===== src/rtl/imu_gfp_pkg.sv =====
package imu_gfp_pkg;

	localparam int G_BITS = 12;
	localparam logic [G_BITS-1:0] G_MAX = 12'd4095;
	localparam logic [G_BITS-1:0] G_RESET = 12'd256;

	localparam int G_NUM = 100000;
	localparam int G_DEN = 980665;
	localparam longint G_SAT_MAG = ((longint'(1) << G_BITS) * G_DEN + G_NUM - 1) / G_NUM;
	// below G_SAT_MAG, floor(mag * G_NUM / G_DEN) equals (mag * G_RECIP) >> G_RECIP_SHIFT
	localparam int G_RECIP_SHIFT = 33;
	localparam logic [29:0] G_RECIP = 30'd875929558;
	localparam int G_PROD_W = 46;

	localparam int NUM_AXES = 6;
	localparam int AXIS_W = 3;
	localparam int CNT_W = 3;
	localparam int Q_DEPTH = 2;

	localparam int PADDR_W = 5;
	localparam int PDATA_W = 32;

	localparam logic [1:0] LVL_NORMAL = 2'd0;
	localparam logic [1:0] LVL_WARN = 2'd1;
	localparam logic [1:0] LVL_DANGER = 2'd2;

	localparam logic [15:0] ACCEL_ALPHA_RST = 16'd19661;
	localparam logic [15:0] GYRO_ALPHA_RST = 16'd55706;
	localparam logic [11:0] DANGER_LOW_RST = 12'd128;
	localparam logic [11:0] WARN_LOW_RST = 12'd205;
	localparam logic [11:0] WARN_HIGH_RST = 12'd512;
	localparam logic [11:0] DANGER_HIGH_RST = 12'd1024;

	typedef enum logic {
		ITEM_SAMPLE,
		ITEM_CLEAR
	} item_kind_t;

	typedef enum logic [2:0] {
		REG_ACCEL_ALPHA = 3'd0,
		REG_GYRO_ALPHA  = 3'd1,
		REG_DANGER_LOW  = 3'd2,
		REG_WARN_LOW    = 3'd3,
		REG_WARN_HIGH   = 3'd4,
		REG_DANGER_HIGH = 3'd5
	} reg_idx_t;

	typedef struct packed {
		logic [15:0] accel_alpha;
		logic [15:0] gyro_alpha;
		logic [G_BITS-1:0] danger_low;
		logic [G_BITS-1:0] warn_low;
		logic [G_BITS-1:0] warn_high;
		logic [G_BITS-1:0] danger_high;
	} cfg_t;

	function automatic logic [1:0] level_of(input logic [G_BITS-1:0] g, input cfg_t c);
		logic [1:0] lvl;
		if (g < c.danger_low || g > c.danger_high) begin
			lvl = LVL_DANGER;
		end else if (g < c.warn_low || g > c.warn_high) begin
			lvl = LVL_WARN;
		end else begin
			lvl = LVL_NORMAL;
		end
		return lvl;
	endfunction

endpackage


===== src/rtl/imu_gfp_regs.sv =====
module imu_gfp_regs (
	input  logic clk,
	input  logic arst_n,
	input  logic psel,
	input  logic penable,
	input  logic pwrite,
	input  logic [imu_gfp_pkg::PADDR_W-1:0] paddr,
	input  logic [imu_gfp_pkg::PDATA_W-1:0] pwdata,
	output logic [imu_gfp_pkg::PDATA_W-1:0] prdata,
	output logic pready,
	output imu_gfp_pkg::cfg_t cfg
);

	imu_gfp_pkg::cfg_t cfg_q;
	imu_gfp_pkg::reg_idx_t idx;
	logic wr_en;

	assign idx = imu_gfp_pkg::reg_idx_t'(paddr[imu_gfp_pkg::PADDR_W-1:2]);
	assign wr_en = psel && penable && pwrite && pready;
	assign pready = 1'b1;
	assign cfg = cfg_q;

	always_ff @(posedge clk or negedge arst_n) begin
		if (!arst_n) begin
			cfg_q.accel_alpha <= imu_gfp_pkg::ACCEL_ALPHA_RST;
			cfg_q.gyro_alpha <= imu_gfp_pkg::GYRO_ALPHA_RST;
			cfg_q.danger_low <= imu_gfp_pkg::DANGER_LOW_RST;
			cfg_q.warn_low <= imu_gfp_pkg::WARN_LOW_RST;
			cfg_q.warn_high <= imu_gfp_pkg::WARN_HIGH_RST;
			cfg_q.danger_high <= imu_gfp_pkg::DANGER_HIGH_RST;
		end else if (wr_en) begin
			case (idx)
				imu_gfp_pkg::REG_ACCEL_ALPHA: cfg_q.accel_alpha <= pwdata[15:0];
				imu_gfp_pkg::REG_GYRO_ALPHA: cfg_q.gyro_alpha <= pwdata[15:0];
				imu_gfp_pkg::REG_DANGER_LOW: cfg_q.danger_low <= pwdata[11:0];
				imu_gfp_pkg::REG_WARN_LOW: cfg_q.warn_low <= pwdata[11:0];
				imu_gfp_pkg::REG_WARN_HIGH: cfg_q.warn_high <= pwdata[11:0];
				imu_gfp_pkg::REG_DANGER_HIGH: cfg_q.danger_high <= pwdata[11:0];
				default: ;
			endcase
		end
	end

	always_comb begin
		case (idx)
			imu_gfp_pkg::REG_ACCEL_ALPHA: prdata = imu_gfp_pkg::PDATA_W'(cfg_q.accel_alpha);
			imu_gfp_pkg::REG_GYRO_ALPHA: prdata = imu_gfp_pkg::PDATA_W'(cfg_q.gyro_alpha);
			imu_gfp_pkg::REG_DANGER_LOW: prdata = imu_gfp_pkg::PDATA_W'(cfg_q.danger_low);
			imu_gfp_pkg::REG_WARN_LOW: prdata = imu_gfp_pkg::PDATA_W'(cfg_q.warn_low);
			imu_gfp_pkg::REG_WARN_HIGH: prdata = imu_gfp_pkg::PDATA_W'(cfg_q.warn_high);
			imu_gfp_pkg::REG_DANGER_HIGH: prdata = imu_gfp_pkg::PDATA_W'(cfg_q.danger_high);
			default: prdata = '0;
		endcase
	end

endmodule


===== config.mk =====
export PLATFORM = sky130hd
export DESIGN_NAME = imu_gfp_regs
export DESIGN_NICKNAME = d
export VERILOG_FILES = /design/src/rtl/imu_gfp_pkg.sv /design/src/rtl/imu_gfp_regs.sv
export SDC_FILE = /design/constraint.sdc
export NUM_CORES = 1
export LEC_CHECK = 0
export BUFFER_PORTS_ARGS = -buffer_cell sky130_fd_sc_hd__buf_2
export CORE_UTILIZATION = 46
export CTS_BUF_LIST = sky130_fd_sc_hd__clkbuf_4 sky130_fd_sc_hd__clkbuf_8
export DETAILED_ROUTE_END_ITERATION = 8
export GPL_TIMING_DRIVEN = 1
export PLACE_DENSITY = 0.86
export SYNTH_ARGS = -nofsm -noshare
export SYNTH_HDL_FRONTEND = slang
export SYNTH_SLANG_ARGS = --single-unit

===== constraint.sdc =====
create_clock -name clk -period 1.5 [get_ports clk]
set_input_delay 0.3 -clock clk [delete_from_list [all_inputs] [get_ports clk]]
set_output_delay 0.3 -clock clk [all_outputs]
set_load 0.02 [all_outputs]

==> results.cfg <==
[grt]
antenna_found_initial = 0
grt_usage = 0.239
grt_max_degree = 37
grt_overflow = 0
grt_pass1_vias = 3120
grt_pass1_wl_mm = 16.2

[clocking]
cts_sinks = 80
cts-root-buf = clkbuf_8
ctsHtreeMaxLevel = 3
path_clk_slew_ns = 0.09
insertion_delay_ns = 0.36
cts_tree = yes
clock_path_buffers = 2
cts_buffers = 9

[layout]
drive_above_1_share = 0.727
final_nets = 513
layout_commonest_cell = buf_2
fin_cells = 581
n_fill_cell = 549
layout_common_cells = buf_2 (96), buf_4 (64), mux2_2 (59), dfrtp_1 (55)
largest_register_ffs = 80
num_antenna_cells = 0
area.growth.synth_to_final_pct = 42.4

[power]
power_density_mw_per_mm2 = 1300
peakVddDrop_uv = 922
p_leak_nw = 2.87
total_power_mw = 7.44

[sta]
period_share = 1.21
fin_skew_ns = 0
layout_setup_ws_ns = -0.319
hold_violations = 0
fmax_ghz = 0.550
rsz0062_at_grt = yes
setup_tns_ns = -3.01
fin_crit_ns = 1.82
maxSlewViolCount = 0
setup_viol = 21

[route]
drc = 0
antenna_left = 0
avgViaCountPerCell = 5.33
totalWireLength_mm = 11.0
drt_first_iter_violations = 90
post_drt_wl_per_cell_um = 18.9
drtPass1Iterations = 4
dr_total_vias = 3099

[setup_path]
critPathMaxFanout = 2
rr_worst_depth = 3
rr_endpoint = cfg[11]
end_kind = primary output
r2r_slack_ns = 0.46
worst-path-stages = 4
crit_end = prdata[11]
critical_path_class = flop to primary output
crit_path_max_incr_delay_ns = 0.41
crit_path_start_kind = flop
crit_required_ns = 1.20
path_cells = mux2i_1 > a211oi_2 > a311o_1 > buf_6
rr_startpoint = cfg[11]
crit_path_top_delay_cell = dfrtp_1
critPathLaunch = cfg[11]
cp.arrival_ns = 1.52
crit_family = compound AO/OA/AOI/OAI gates
path_buf_inv = 1

[synthesis]
yosys_register_bits = 80
synth.distinct_cells = 32
netlist_area_mm2 = 0.00403
synth-compound-area-share = 0.0521
syn_avg_cell_area_um2 = 14.0
synth_top_family_by_area = multiplexers
synthXorXnorAreaFrac = 0
synthAdderAreaFrac = 0
muxShareOfSynthArea = 0.320
synth-simple-area-share = 0.0543
ys_top_cells_by_area = dfrtp_1 (34%), mux2_2 (18%), dfstp_2 (16%)
synth_top_cell_by_area = dfrtp_1
synth_warnings = 0
synthDominantCellAreaShare = 0.341
seq_area_frac_synth = 0.504
synthCells = 288

[place]
io_buffers = 119
hpwl_mm = 7.31
placed_cells = 529
gp_congestion = 0.834

[floorplan]
dieWidth_um = 95.6
pin_count = 155
die_y_um = 95.6
die_area_mm2 = 0.00914
coreArea_mm2 = 0.00834
start_util = 0.483
rows = 33

[run_status]
violations = setup timing
status = finished, violations left

[job]
drv_cap = 0

[min_path]
holdCritPathClass = primary input to flop
==> where the power goes <==
group	leakage [nW]	total [mW]	internal [mW]	switching (mW)
sequential	0.964	3.02	2.68	0.339
clock	0.110	1.80	0.954	0.844
combinational	1.79	2.62	1.25	1.38
total	2.87	7.44	4.88	2.56
==> metal layers <==
metal | share of wire | track usage
met1 | 0.43 | 0.297
met2 | 0.50 | 0.407
met3 | 0.057 | 0.0694
met4 | 0.017 | 0.0634
met5 | 0 | 0
==> worst min path at each step <==
stage,start,to,slack [ns],cells after the start
after floorplan,arst_n,cfg[0],0.004,0
after global routing,pwdata[14],cfg[78],0.19,2
final,pwdata[13],cfg[61],0.20,2
after global placement,arst_n,cfg[6],0.23,1
after detailed placement,arst_n,cfg[18],0.23,1
after CTS,pwdata[12],cfg[76],0.18,2
==> what timing repair did <==
item	CTS	global route
resized for setup	36	25
pin swaps	12	7
buffers inserted	25	9
endpoints found under the hold margin	16	0
gates cloned	1	1
setup endpoints to repair	16	30
hold buffers	1	0
==> logic make-up (layout without fill, tap and decap cells) <==
kind of cell,count (synthesis),in the layout
multiplexers,111,111
flip-flops,80,80
buffers and inverters,35,208
AND/OR/NAND/NOR,32,32
AO/OA/AOI/OAI,28,28
other,2,17
==> metrics by stage <==
step	setup WS [ns]	hold WS, ns	util	cell area, um^2
after global routing	-0.363	0.190	0.688	5740
after global placement	-0.219	0.227	0.598	4990
final	-0.319	0.204	0.688	5740
after detailed placement	-0.242	0.228	0.598	4990
after CTS	-0.295	0.183	0.664	5540
after floorplan	0.00793	0.00441	-	4160
==> area by class of cell <==
cell class / instances / area (um^2) / share of cell area
clock buffer: 9 / 124 / 0.0216
clock inverter: 7 / 103 / 0.0179
inverter: 1 / 3.75 / 0.000654
multi-input combinational: 188 / 1920 / 0.334
sequential: 80 / 2030 / 0.354
tap: 105 / 131 / 0.0229
timing repair buffer: 191 / 1430 / 0.249
==> cell usage after synthesis, drive strengths merged <==
master / number
a211oi: 4
clkbuf: 1
a31oi: 2
conb: 2
o22a: 3
nand4b: 1
buf: 33
a311o: 4
or2: 1
nand2: 4
nand3b: 3
nand2b: 2
a221oi: 2
inv: 1
mux2i: 27
mux2: 84
nor2: 15
dfstp: 25
o221ai: 3
o21a: 3
dfrtp: 55
o21ai: 3
nor2b: 2
nand4: 1
a21oi: 4
nand3: 3
No activity file was read; power rests on OpenSTA's default activity.
