`src/rtl/imu_gfp_pkg.sv`:
```
package imu_gfp_pkg;

	localparam int G_BITS = 12;
	localparam logic [G_BITS-1:0] G_MAX = 12'd4095;
	localparam logic [G_BITS-1:0] G_RESET = 12'd256;

	localparam int G_NUM = 100000;
	localparam int G_DEN = 980665;
	localparam longint G_SAT_MAG = ((longint'(1) << G_BITS) * G_DEN + G_NUM - 1) / G_NUM;
	// below G_SAT_MAG, floor(mag * G_NUM / G_DEN) equals (mag * G_RECIP) >> G_RECIP_SHIFT
	localparam int G_RECIP_SHIFT = 33;
	localparam logic [29:0] G_RECIP = 30'd875929558;
	localparam int G_PROD_W = 46;

	localparam int NUM_AXES = 6;
	localparam int AXIS_W = 3;
	localparam int CNT_W = 3;
	localparam int Q_DEPTH = 2;

	localparam int PADDR_W = 5;
	localparam int PDATA_W = 32;

	localparam logic [1:0] LVL_NORMAL = 2'd0;
	localparam logic [1:0] LVL_WARN = 2'd1;
	localparam logic [1:0] LVL_DANGER = 2'd2;

	localparam logic [15:0] ACCEL_ALPHA_RST = 16'd19661;
	localparam logic [15:0] GYRO_ALPHA_RST = 16'd55706;
	localparam logic [11:0] DANGER_LOW_RST = 12'd128;
	localparam logic [11:0] WARN_LOW_RST = 12'd205;
	localparam logic [11:0] WARN_HIGH_RST = 12'd512;
	localparam logic [11:0] DANGER_HIGH_RST = 12'd1024;

	typedef enum logic {
		ITEM_SAMPLE,
		ITEM_CLEAR
	} item_kind_t;

	typedef enum logic [2:0] {
		REG_ACCEL_ALPHA = 3'd0,
		REG_GYRO_ALPHA  = 3'd1,
		REG_DANGER_LOW  = 3'd2,
		REG_WARN_LOW    = 3'd3,
		REG_WARN_HIGH   = 3'd4,
		REG_DANGER_HIGH = 3'd5
	} reg_idx_t;

	typedef struct packed {
		logic [15:0] accel_alpha;
		logic [15:0] gyro_alpha;
		logic [G_BITS-1:0] danger_low;
		logic [G_BITS-1:0] warn_low;
		logic [G_BITS-1:0] warn_high;
		logic [G_BITS-1:0] danger_high;
	} cfg_t;

	function automatic logic [1:0] level_of(input logic [G_BITS-1:0] g, input cfg_t c);
		logic [1:0] lvl;
		if (g < c.danger_low || g > c.danger_high) begin
			lvl = LVL_DANGER;
		end else if (g < c.warn_low || g > c.warn_high) begin
			lvl = LVL_WARN;
		end else begin
			lvl = LVL_NORMAL;
		end
		return lvl;
	endfunction

endpackage

```
`src/rtl/imu_gfp_ifs.sv`:
```
interface imu_gfp_smp_if #(parameter int SAMPLE_BITS = 18);
	logic valid;
	logic ready;
	logic func;
	logic signed [SAMPLE_BITS-1:0] accel_x;
	logic signed [SAMPLE_BITS-1:0] accel_y;
	logic signed [SAMPLE_BITS-1:0] accel_z;
	logic signed [SAMPLE_BITS-1:0] gyro_x;
	logic signed [SAMPLE_BITS-1:0] gyro_y;
	logic signed [SAMPLE_BITS-1:0] gyro_z;

	modport source (output valid, func, accel_x, accel_y, accel_z, gyro_x, gyro_y, gyro_z,
		input ready);
	modport sink (input valid, func, accel_x, accel_y, accel_z, gyro_x, gyro_y, gyro_z,
		output ready);
endinterface


```
`src/rtl/imu_gfp_front.sv`:
```
module imu_gfp_front #(
	parameter int SAMPLE_BITS = 18
) (
	input  logic clk,
	input  logic arst_n,
	imu_gfp_smp_if.sink smp,
	output logic hd_valid,
	input  logic hd_ready,
	output imu_gfp_pkg::item_kind_t hd_kind,
	output logic signed [SAMPLE_BITS-1:0] hd_samp [imu_gfp_pkg::NUM_AXES]
);

	localparam int QAW = (imu_gfp_pkg::Q_DEPTH > 1) ? $clog2(imu_gfp_pkg::Q_DEPTH) : 1;
	localparam int QCW = $clog2(imu_gfp_pkg::Q_DEPTH + 1);

	imu_gfp_pkg::item_kind_t kind_q [imu_gfp_pkg::Q_DEPTH];
	logic signed [SAMPLE_BITS-1:0] samp_q [imu_gfp_pkg::Q_DEPTH][imu_gfp_pkg::NUM_AXES];
	logic [QAW-1:0] wr_ptr_q;
	logic [QAW-1:0] rd_ptr_q;
	logic [QCW-1:0] fill_q;
	logic push;
	logic pop;
	imu_gfp_pkg::item_kind_t kind_in;

	assign smp.ready = (fill_q != QCW'(imu_gfp_pkg::Q_DEPTH));
	assign hd_valid = (fill_q != '0);
	assign push = smp.valid && smp.ready;
	assign pop = hd_valid && hd_ready;
	assign kind_in = smp.func ? imu_gfp_pkg::ITEM_CLEAR : imu_gfp_pkg::ITEM_SAMPLE;
	assign hd_kind = kind_q[rd_ptr_q];

	always_comb begin
		for (int i = 0; i < imu_gfp_pkg::NUM_AXES; i++) begin
			hd_samp[i] = samp_q[rd_ptr_q][i];
		end
	end

	always_ff @(posedge clk) begin
		if (push) begin
			kind_q[wr_ptr_q] <= kind_in;
			samp_q[wr_ptr_q][0] <= smp.accel_x;
			samp_q[wr_ptr_q][1] <= smp.accel_y;
			samp_q[wr_ptr_q][2] <= smp.accel_z;
			samp_q[wr_ptr_q][3] <= smp.gyro_x;
			samp_q[wr_ptr_q][4] <= smp.gyro_y;
			samp_q[wr_ptr_q][5] <= smp.gyro_z;
		end
	end

	always_ff @(posedge clk or negedge arst_n) begin
		if (!arst_n) begin
			wr_ptr_q <= '0;
			rd_ptr_q <= '0;
			fill_q <= '0;
		end else begin
			if (push) begin
				wr_ptr_q <= (wr_ptr_q == QAW'(imu_gfp_pkg::Q_DEPTH - 1)) ? '0 : wr_ptr_q + 1'b1;
			end
			if (pop) begin
				rd_ptr_q <= (rd_ptr_q == QAW'(imu_gfp_pkg::Q_DEPTH - 1)) ? '0 : rd_ptr_q + 1'b1;
			end
			case ({push, pop})
				2'b10: fill_q <= fill_q + 1'b1;
				2'b01: fill_q <= fill_q - 1'b1;
				default: ;
			endcase
		end
	end

endmodule

```
`src/flat_wrapper.sv`:
```
// flat-port wrapper written by rule: the top's interface ports become plain ports
module imu_gfp_front_flat 
#(
	parameter int SAMPLE_BITS = 18
)
  (clk, arst_n, hd_valid, hd_ready, hd_kind, hd_samp, smp_valid, smp_func, smp_accel_x, smp_accel_y, smp_accel_z, smp_gyro_x, smp_gyro_y, smp_gyro_z, smp_ready);
  imu_gfp_smp_if #(.SAMPLE_BITS(SAMPLE_BITS)) smp_i ();
  input  logic clk;
  input  logic arst_n;
  output logic hd_valid;
  input  logic hd_ready;
  output imu_gfp_pkg::item_kind_t hd_kind;
  output logic signed [SAMPLE_BITS-1:0] hd_samp[imu_gfp_pkg::NUM_AXES];
  input wire logic [$bits(smp_i.valid)-1:0] smp_valid;
  input wire logic [$bits(smp_i.func)-1:0] smp_func;
  input wire logic [$bits(smp_i.accel_x)-1:0] smp_accel_x;
  input wire logic [$bits(smp_i.accel_y)-1:0] smp_accel_y;
  input wire logic [$bits(smp_i.accel_z)-1:0] smp_accel_z;
  input wire logic [$bits(smp_i.gyro_x)-1:0] smp_gyro_x;
  input wire logic [$bits(smp_i.gyro_y)-1:0] smp_gyro_y;
  input wire logic [$bits(smp_i.gyro_z)-1:0] smp_gyro_z;
  output wire logic [$bits(smp_i.ready)-1:0] smp_ready;
  assign smp_i.valid = smp_valid;
  assign smp_i.func = smp_func;
  assign smp_i.accel_x = smp_accel_x;
  assign smp_i.accel_y = smp_accel_y;
  assign smp_i.accel_z = smp_accel_z;
  assign smp_i.gyro_x = smp_gyro_x;
  assign smp_i.gyro_y = smp_gyro_y;
  assign smp_i.gyro_z = smp_gyro_z;
  assign smp_ready = smp_i.ready;
  imu_gfp_front #(.SAMPLE_BITS(SAMPLE_BITS)) u_core (.clk(clk), .arst_n(arst_n), .smp(smp_i), .hd_valid(hd_valid), .hd_ready(hd_ready), .hd_kind(hd_kind), .hd_samp(hd_samp));
endmodule
```
`config.mk`:
```
export PLATFORM = sky130hd
export DESIGN_NAME = imu_gfp_front_flat
export DESIGN_NICKNAME = d
export VERILOG_FILES = /design/src/rtl/imu_gfp_pkg.sv /design/src/rtl/imu_gfp_ifs.sv /design/src/rtl/imu_gfp_front.sv /design/src/flat_wrapper.sv
export SDC_FILE = /design/constraint.sdc
export NUM_CORES = 1
export LEC_CHECK = 0
export ABC_CLOCK_PERIOD_IN_PS = 5700
export BUFFER_PORTS_ARGS = -buffer_cell sky130_fd_sc_hd__buf_2
export CORE_ASPECT_RATIO = 0.8
export CORE_MARGIN = 3
export CORE_UTILIZATION = 35
export DETAILED_ROUTE_END_ITERATION = 12
export PLACE_DENSITY_LB_ADDON = 0.05
export SLEW_MARGIN = 15
export SYNTH_ARGS = -nofsm -noshare
export SYNTH_HDL_FRONTEND = slang
export SYNTH_SLANG_ARGS = --single-unit
```
`constraint.sdc`:
```
create_clock -name clk -period 5.7 [get_ports clk]
set_input_delay 1.71 -clock clk [delete_from_list [all_inputs] [get_ports clk]]
set_output_delay 1.71 -clock clk [all_outputs]
set_load 0.05 [all_outputs]
```
==> results.json <==
{
  "vdd_drop_max_mv": 0.300,
  "place_congestion": 0.722,
  "grt.overflow.total": 0,
  "power.static_leakage_nw": 3.76,
  "rr_endpoint": "u_core.samp_q[1][5]",
  "die_height_um": 142,
  "hold_bufs_inserted_after_cts": 0,
  "critical_path_startpoint_category": "register",
  "worst_slew_margin_rel": 0.345,
  "core_um2": 22600,
  "final.setup_skew_ns": 0.0159,
  "core.rowCount": 49,
  "top_layer_used": "met5",
  "tritoncts_num_sinks": 222,
  "detailedRoute.firstPassIterationCount": 4,
  "slew_violations": 0,
  "number_of_nets_produced_by_synthesis": 470,
  "status": "completed",
  "r2r-start": "u_core.fill_q[0]",
  "final-seq-area_um2": 6650,
  "first_pass_grt_wire_length_um": 24800,
  "power_density_nw_per_um2": 614,
  "initial_utilization": 0.358,
  "grt_setup_unrepaired": "no",
  "port-buffer-count": 223,
  "maxClockFrequency_ghz": 0.238,
  "ios": 224,
  "route.met2.wl_um": 7600,
  "synth-edff-count": 218,
  "postRouteAntennaNets": 0,
  "post-cts-setup-buffer-count": 0,
  "total_power_mw": 6.27,
  "dieArea_um2": 25000,
  "total_cts_buffers": 23,
  "filler_cell_count": 1993,
  "critPathCaptureType": "primary output",
  "setup-violations-final": 0,
  "critical-path-max-stage-delay_ns": 0.90,
  "die_x_um": 176,
  "finalHoldWorstSlack_ns": 0.494,
  "crit_path_cell_trace": "buf_12 > mux2_2 > buf_2",
  "timing.hold.worst.class": "register to register",
  "final.period_utilization": 0.738,
  "cts_tree": "built",
  "cp_startpoint": "u_core.rd_ptr_q",
  "synth.yosys.seq_area_share": 0.821,
  "drv.max_cap_violation_count": 0,
  "via_to_cell_ratio": 4.45,
  "cts_resized": 0,
  "async_reset_ff_frac": 0.0180,
  "ys_seq_elements": 222,
  "routed_wire_length_per_instance_um": 17.9,
  "netlist_area_um2": 8100,
  "timing.setup.critical_path_class": "register to primary output",
  "drt_first_iter_violations": 198,
  "cells_after_synthesis": 356,
  "setup-tns-final_ns": 0,
  "multi_input_area_um2": 1330,
  "synth_cell_types": 14,
  "synthesis.area_per_instance_um2": 22.7,
  "period_needed_ns": 4.21,
  "dpl.hpwl_um": 10600,
  "worstHoldPathCells": 1,
  "cts-root-to-sink-buffers": 3,
  "cp_data_required_time_ns": 3.99,
  "drt_wl_total_um": 16400,
  "num_vias": 4069,
  "globalRouteTotalUtil": 0.126,
  "clock_insertion_delay_worst_skew_ns": 0.49,
  "antenna_found_initial": 1,
  "drc": 0,
  "dominantRegCellSynth": "edfxtp_1",
  "maximum_number_of_pins_on_one_net_before_global_route_repair": 67,
  "m1WireLength_um": 7140,
  "clockRootBuffer": "clkbuf_16",
  "critical_path_peak_fanout": 60,
  "worstPathArrival_ns": 2.50,
  "cts_max_level": 1,
  "tightestPinTransition_ns": 0.983,
  "reg2reg_depth": 3,
  "finalHoldViolations": 0,
  "worst_setup_hold_path_clk_slew_ns": 0.06,
  "grt_pass1_vias": 4444,
  "synth_top_area_share": 0.809,
  "netlist_top_cells_count": "218 x edfxtp_1, 109 x mux2_2, 11 x buf_6",
  "final_layout_net_count": 711,
  "synth.top_cells.by_area": "edfxtp_1 81%, mux2_2 15%, buf_6 1.5%",
  "wl_met3_um": 1310,
  "synth.largest_area_cell": "edfxtp_1",
  "cp-endpoint": "hd_samp[76]",
  "post-synth-top-count-cell": "edfxtp_1",
  "synthesis.yosys.warnings": 0,
  "final_layout_size_suffix_gt1_frac": 0.603,
  "cp_slowest_cell": "dfrtp_4",
  "rrSetupSlack_ns": 3.37,
  "flow.area_growth_from_synthesis_pct": 26.0
}
[power by group]
group | internal [mW] | total (mW) | switching [mW]
clock network | 0.770 | 1.34 | 0.567
registers | 2.23 | 2.39 | 0.152
logic | 0.684 | 2.55 | 1.86
[flip-flops by register name, summed over array words and instances (netlist names)]
name,count
u_core.samp_q,216
u_core.fill_q,2
u_core.kind_q,2
u_core.rd_ptr_q,1
u_core.wr_ptr_q,1
[layout make-up]
type                    count  area share
clock inverters            10     0.00675
multi-input cells         122       0.131
well taps                 306      0.0375
diodes                      1    0.000245
flip-flops and latches    222       0.652
repair buffers            228       0.116
clock buffers              25      0.0572
[per-layer routing]
metal	track usage	vias up
met5	0	-
met2	0.205	159
met3	0.0416	26
met4	0.0300	2
met1	0.166	1987
li1	-	1895
[stage by stage]
stage / cells / setup slack [ns] / instance area, um2 / utilization
6_report: 914 / 1.49 / 10200 / 0.451
5_1_grt: 913 / 1.37 / 10200 / 0.451
4_1_cts: 913 / 1.43 / 10200 / 0.451
3_5_place_dp: 878 / 1.98 / 9540 / 0.422
3_3_place_gp: 878 / 1.99 / 9540 / 0.422
2_1_floorplan: 356 / 0.597 / 8100 / -
[logic make-up (layout without fill, tap and decap cells)]
| group | after synthesis | count (layout) | synth area share |
|---|---|---|---|
| fa+ha+maj | 1 | 1 | 0.00155 |
| simple gates | 7 | 7 | 0.00448 |
| buf+inv | 12 | 263 | 0.0159 |
| xor+xnor | 5 | 5 | 0.00541 |
| other cells | 0 | 1 | 0 |
| flops | 222 | 222 | 0.821 |
| mux | 109 | 109 | 0.152 |
[how the worst min path moves through the flow]
stage                          start          endpoint  slack (ns)
global route        u_core.fill_q[1]  u_core.fill_q[1]        0.52
global placement    u_core.fill_q[1]  u_core.fill_q[1]        0.48
finish              u_core.fill_q[1]  u_core.fill_q[1]        0.49
detailed placement  u_core.fill_q[1]  u_core.fill_q[1]        0.49
floorplan           u_core.fill_q[1]  u_core.fill_q[1]        0.46
CTS                 u_core.fill_q[1]  u_core.fill_q[1]        0.50
[placed cells by master, fill, tap and decap left out, types with 2 or more instances in the layout]
master / n
dfrtp_1: 3
clkinv_1: 7
clkbuf_16: 23
mux2_2: 109
buf_2: 223
buf_12: 2
xnor2_1: 3
buf_4: 3
edfxtp_1: 218
clkbuf_1: 2
xor2_1: 2
[critical path: cells and delay by family (launching register included)]
kind	cells	cell delay (ns)
buf+inv	2	0.59
flops	1	0.90
mux	1	0.42
Power figures use the tool's default switching activity.
